$ cat config.mk
export PLATFORM = sky130hd
export DESIGN_NAME = mi3_queue
export DESIGN_NICKNAME = d
export VERILOG_FILES = /design/src/mi3_pkg.sv /design/src/mi3_queue.sv
export SDC_FILE = /design/constraint.sdc
export NUM_CORES = 1
export LEC_CHECK = 0
export BUFFER_PORTS_ARGS = -buffer_cell sky130_fd_sc_hd__buf_4
export CAP_MARGIN = 25
export CORE_MARGIN = 8
export CORE_UTILIZATION = 55
export DETAILED_ROUTE_END_ITERATION = 8
export PLACE_DENSITY = 0.77
export SLEW_MARGIN = 20
export SYNTH_ARGS = -nofsm -noshare
export SYNTH_HDL_FRONTEND = slang
export SYNTH_SLANG_ARGS = --single-unit
$ cat constraint.sdc
create_clock -name clock -period 33.2 [get_ports clock]
set_input_delay 3.32 -clock clock [delete_from_list [all_inputs] [get_ports clock]]
set_output_delay 3.32 -clock clock [all_outputs]
set_load 0.02 [all_outputs]
$ cat src/mi3_pkg.sv
// Shared types and constants for the 3x3 matrix inverse block.
// It has no dependencies. The front, queue, back and top level files use it.
package mi3_pkg;

   localparam int ENTRIES    = 9;
   localparam int DATA_W     = 16;  // Q4.12 entry
   localparam int PROD_W     = 32;  // entry * entry
   localparam int COF_W      = 33;  // signed cofactor, scale 2^24
   localparam int CMAG_W     = 32;  // cofactor magnitude
   localparam int DTERM_W    = 49;  // entry * cofactor
   localparam int DSUM_W     = 51;  // sum of three expansion terms
   localparam int DET_W      = 49;  // determinant, Q13.36
   localparam int THR_W      = 37;
   localparam int INV_W      = 32;  // Q16.16 result
   localparam int QUO_W      = 33;  // quotient bits kept, one above the result range
   localparam int DIV_STEPS  = QUO_W;
   localparam int REM_W      = DET_W + 1;  // twice the determinant magnitude
   localparam int NUM_SHIFT  = 29;  // cofactor * 2^28, doubled for rounding
   localparam int NUM_W      = CMAG_W + NUM_SHIFT + 1;
   localparam int DET_TERMS  = 3;

   localparam logic [THR_W-1:0] THR_RESET   = 37'd687195;
   localparam logic [QUO_W-1:0] SAT_NEG_MAG = 33'h0_8000_0000;
   localparam logic [QUO_W-1:0] SAT_POS_MAG = 33'h0_7FFF_FFFF;
   localparam logic [INV_W-1:0] INV_POS_MAX = 32'h7FFF_FFFF;

   localparam int QUEUE_DEPTH_DEF = 4;

   // Entry order: a00 a01 a02 a10 a11 a12 a20 a21 a22.
   // Cofactor k = entry[PA_L]*entry[PA_R] - entry[PB_L]*entry[PB_R]; transposed (adjugate).
   localparam int PA_L [ENTRIES] = '{4, 7, 1, 6, 0, 3, 3, 6, 0};
   localparam int PA_R [ENTRIES] = '{8, 2, 5, 5, 8, 2, 7, 1, 4};
   localparam int PB_L [ENTRIES] = '{7, 1, 4, 3, 6, 0, 6, 0, 3};
   localparam int PB_R [ENTRIES] = '{5, 8, 2, 8, 2, 5, 4, 7, 1};
   // Determinant by expansion along column 0 against adjugate entries 0, 1, 2.
   localparam int DET_ROW [DET_TERMS] = '{0, 3, 6};

   typedef logic [ENTRIES-1:0][DATA_W-1:0] mi3_mat_type;

   typedef struct packed {
      logic [ENTRIES-1:0]             neg;
      logic [ENTRIES-1:0][CMAG_W-1:0] cof_mag;
      logic [DET_W-1:0]               det;
      logic [DET_W-1:0]               det_mag;
      logic                           singular;
   } mi3_job_type;

   typedef struct packed {
      logic full;
      logic empty;
   } mi3_qstat_type;

endpackage

$ cat src/mi3_queue.sv
// Short queue between front and back parts of the matrix inverse block.
// Depends on mi3_pkg for the item and status types.
module mi3_queue #(
   parameter int DEPTH = mi3_pkg::QUEUE_DEPTH_DEF
) (
   input  logic                   clock,
   input  logic                   reset,
   input  logic                   push,
   input  mi3_pkg::mi3_job_type   push_job,
   input  logic                   pop,
   output mi3_pkg::mi3_job_type   pop_job,
   output mi3_pkg::mi3_qstat_type q_stat
);
   import mi3_pkg::*;

   localparam int AW = (DEPTH > 1) ? $clog2(DEPTH) : 1;
   localparam int CW = $clog2(DEPTH + 1);

   mi3_job_type     mem_ff [DEPTH];
   logic [AW-1:0]   wr_ptr_ff, wr_ptr_in;
   logic [AW-1:0]   rd_ptr_ff, rd_ptr_in;
   logic [CW-1:0]   count_ff, count_in;

   // Advance pointers with wrap, track fill
   always_comb begin
      wr_ptr_in = wr_ptr_ff;
      rd_ptr_in = rd_ptr_ff;
      count_in  = count_ff;
      if (push) begin
         wr_ptr_in = (wr_ptr_ff == AW'(DEPTH - 1)) ? '0 : wr_ptr_ff + 1'b1;
      end
      if (pop) begin
         rd_ptr_in = (rd_ptr_ff == AW'(DEPTH - 1)) ? '0 : rd_ptr_ff + 1'b1;
      end
      if (push && !pop) begin
         count_in = count_ff + 1'b1;
      end else if (pop && !push) begin
         count_in = count_ff - 1'b1;
      end
   end

   always_ff @(posedge clock) begin
      if (reset) begin
         wr_ptr_ff <= '0;
         rd_ptr_ff <= '0;
         count_ff  <= '0;
      end else begin
         wr_ptr_ff <= wr_ptr_in;
         rd_ptr_ff <= rd_ptr_in;
         count_ff  <= count_in;
      end
   end

   always_ff @(posedge clock) begin
      if (push) begin
         mem_ff[wr_ptr_ff] <= push_job;
      end
   end

   assign pop_job      = mem_ff[rd_ptr_ff];
   assign q_stat.full  = count_ff == CW'(DEPTH);
   assign q_stat.empty = count_ff == '0;

endmodule

==> reports/results.tsv <==
metric	value	unit
XOR/XNOR Fraction of Synth Area	0.0003041	
max-cap viol count	0	
root buf cell	clkbuf_16	
CP max stage delay	0.96	ns
met3 usage	0.07914	
Yosys top cell by area	edfxtp_1	
Compound-Gate Fraction of Synth Area	0.0002607	
Detail Placement HPWL	81990	um
Initial DRT Pass Iterations	5	
CTS clock-pin slew for the worst setup and hold paths	0.06	ns
I/O pin total	798	
status	finished, final reports clean	
global-route wire length before repair	189000	um
post-synthesis cell count	2112	
grt peak-use layer	met2	
ys async rst share	0	
main area contributors after synthesis	edfxtp_1, mux4_2, buf_6, buf_2, dfxtp_1	
Post-CTS Setup Bufs	0	
sequential power share	0.517	
r2r setup slk	28.79	ns
initial drt markers	2237	
clock skew	0.01444	ns
routed len/inst	28.97	um
vias per cell	5.841	
Seq/Total Area, Yosys	0.8289	
core area	103600	um2
gr usage total	0.2223	
Worst R2R Start	wr_ptr_ff[0]$_SDFFE_PP0P_	
peak supply drop	56.55	uV
CTS sink count	1593	
#FFs+latches synth	1593	
Remaining DRCs	0	
Die Area	115300	um2
layout cells sized above 1	0.4576	
Comb pwr share	0.106	
final hold violations	0	
P_sw	0.001015	W
fin crit period	8.494	ns
WP data required	29.88	ns
Final Instance Count excl. Fillers	4557	
CP endpoint kind	output port	
top cell type's share of synthesized area	0.8258	
grt ovf	0	
Syn Std Cell Area	57600	um2
Setup Viol. Count Final	0	
Post-Place Cells	4232	
critical path cell sequence	buf_4 -> buf_4 -> buf_4 -> mux4_2 -> buf_4	
met1 GRT Util	0.2491	
synth cell count leaders	edfxtp_1, mux4_2, buf_2, buf_6, dfxtp_1	
cell with the most instances on the worst path	buf_4	
number of enable flip-flop cells after synthesis	1584	
CP max-delay cell	dfxtp_4	
final slew viol count	0	
CTS max path bufs	3	
Via Count	26620	
CP Capture Point	pop_job[182]	
number of global-route vias before repair	28160	
CTS H-tree depth	4	
post-synthesis simple-gate area fraction	0.001347	
Layout Area Growth over Synthesis	21.72	%
Starting Density	0.5557	
yosys warns	0	
IO buf count	797	
most frequent cell after synthesis	edfxtp_1	
Clock power frac	0.376	
fmax	117.7	MHz
Tcrit/Tclk final	0.2558	
initial antenna violation count	54	
Skew-Pair Late Insertion Delay	0.76	ns
Leakage	23.37	nW
worst slew pin tran	1.091	ns
Worst slew margin	0.2730	
post-synthesis cell type count	19	
mux contribution to synthesized area	0.1555	
post_cts resized	0	
unrepaired setup endpoints after global routing	false	
met2 Usage GRT	0.3736	
CTS Buf Count	156	
Mean Syn Cell Area	27.27	um2
main combinational cell family by area after synthesis	multiplexers	
post-route setup TNS	0	ns
predominant post-synthesis flop cell	edfxtp_1	
Int Pwr	0.003499	W
RePlAce Congestion	0.8113	
Die H	339.6	um
Crit Path Max Fanout	69	
PwrDens	64.38	nW/um2
R2R depth	5	
Worst R2R End	mem_ff[1][303]$_DFFE_PP_	
final antenna-violating net count	0	
worst hold path type	register to register	
die width	339.6	um
row count	118	
post-synthesis adder-cell area fraction	0.001651	
largest net degree at the start of global routing	160	
Post-CTS Hold Buffers	0	
Worst Setup Start Kind	register	
syn nets	2519	
Final #Nets	3422	
WP data arrival	5.17	ns
Sw Ratio	0.2248	
Total Power	0.004514	W
Crit Path Category	register to output port	
DRT Wirelength	132000	um
TritonCTS clock tree	yes	
area by class of cell:
type                    instances  area, um2
diodes                         37      92.59
clock buffers                 209       4177
clock inverters                74      753.2
fillers                      6090      33540
inverters                       4      15.01
multi-input cells             427       9174
flip-flops and latches       1593      47750
well taps                    1380       1727
repair buffers                833       6416
cells in the final DEF (no fill, tap or decap):
cell	netlist	layout
nor3b_1	2	2
ha_1	6	6
buf_12	0	5
edfxtp_1	1584	1584
nor3_1	1	1
nor2_1	7	7
buf_4	0	823
a21oi_1	2	2
clkinv_16	0	1
clkbuf_16	0	159
diode_2	0	37
dfxtp_1	9	7
inv_6	0	8
clkbuf_8	0	1
buf_16	0	5
or3_1	1	1
clkinvlp_4	0	3
xor2_1	2	2
dfxtp_4	0	2
inv_1	4	4
mux4_2	396	396
clkinv_1	0	32
clkbuf_1	6	49
inv_16	0	3
bufinv_16	0	12
fa_1	1	1
o21ai_0	1	1
clkinv_2	0	13
clkinv_8	0	1
and2_4	0	4
clkinv_4	0	1
mux2i_1	4	4
cell families after synthesis:
group | Yosys count
compound gates | 3
mux | 400
xor+xnor | 2
buf+inv | 92
flops | 1593
simple gates | 15
fa+ha+maj | 7
metrics by stage:
stage	setup slack, ns	hold WS (ns)	area, um2	util
floorplan	20.17	0.4603	57600	-
global placement	24.55	0.4762	64930	0.6264
detailed placement	25.01	0.5199	64950	0.6267
CTS	24.05	0.5330	69880	0.6743
global route	24.26	0.5691	70100	0.6764
finish	24.71	0.5285	70110	0.6764
worst min path at each step:
| stage | start | to | slack [ns] | depth (start not counted) |
|---|---|---|---|---|
| after floorplan | count_ff[2]$_SDFFE_PP0P_ | count_ff[2]$_SDFFE_PP0P_ | 0.46 | 2 |
| after detailed placement | count_ff[2]$_SDFFE_PP0P_ | count_ff[2]$_SDFFE_PP0P_ | 0.52 | 2 |
| final | count_ff[2]$_SDFFE_PP0P_ | count_ff[2]$_SDFFE_PP0P_ | 0.53 | 2 |
| after CTS | count_ff[2]$_SDFFE_PP0P_ | count_ff[2]$_SDFFE_PP0P_ | 0.53 | 2 |
| after global placement | count_ff[2]$_SDFFE_PP0P_ | count_ff[2]$_SDFFE_PP0P_ | 0.48 | 2 |
| after global routing | wr_ptr_ff[1]$_SDFFE_PP0P_ | wr_ptr_ff[1]$_SDFFE_PP0P_ | 0.57 | 2 |
worst max-delay path: cells and delay by family (launching register included):
| kind | cells | cell delay [ns] |
|---|---|---|
| mux | 1 | 0.48 |
| flops | 1 | 0.96 |
| buf+inv | 4 | 2.80 |
routing by layer:
layer | wire length (um) | part of all wire | up-vias
met2 | 68490 | 0.52 | 1323
met1 | 43370 | 0.33 | 13870
met3 | 12960 | 0.098 | 325
li1 | - | - | 11070
met4 | 6982 | 0.053 | 34
met5 | 215 | 0.0016 | -
registers in the layout, summed over array words and instances, names as in the netlist, named ones only:
name	count
rd_ptr_ff	2
count_ff	3
wr_ptr_ff	2
mem_ff	1584
power groups by stage:
stage	sequential (W)	combinational, W	clock, W
final	0.00234	0.000480	0.00170
after global routing	0.00234	0.000504	0.00180
after CTS	0.00234	0.000484	0.00172
after detailed placement	0.00238	0.000479	0
after global placement	0.00237	0.000470	0
after floorplan	0.00240	0.000262	0
(Power assumes the default switching activity.)
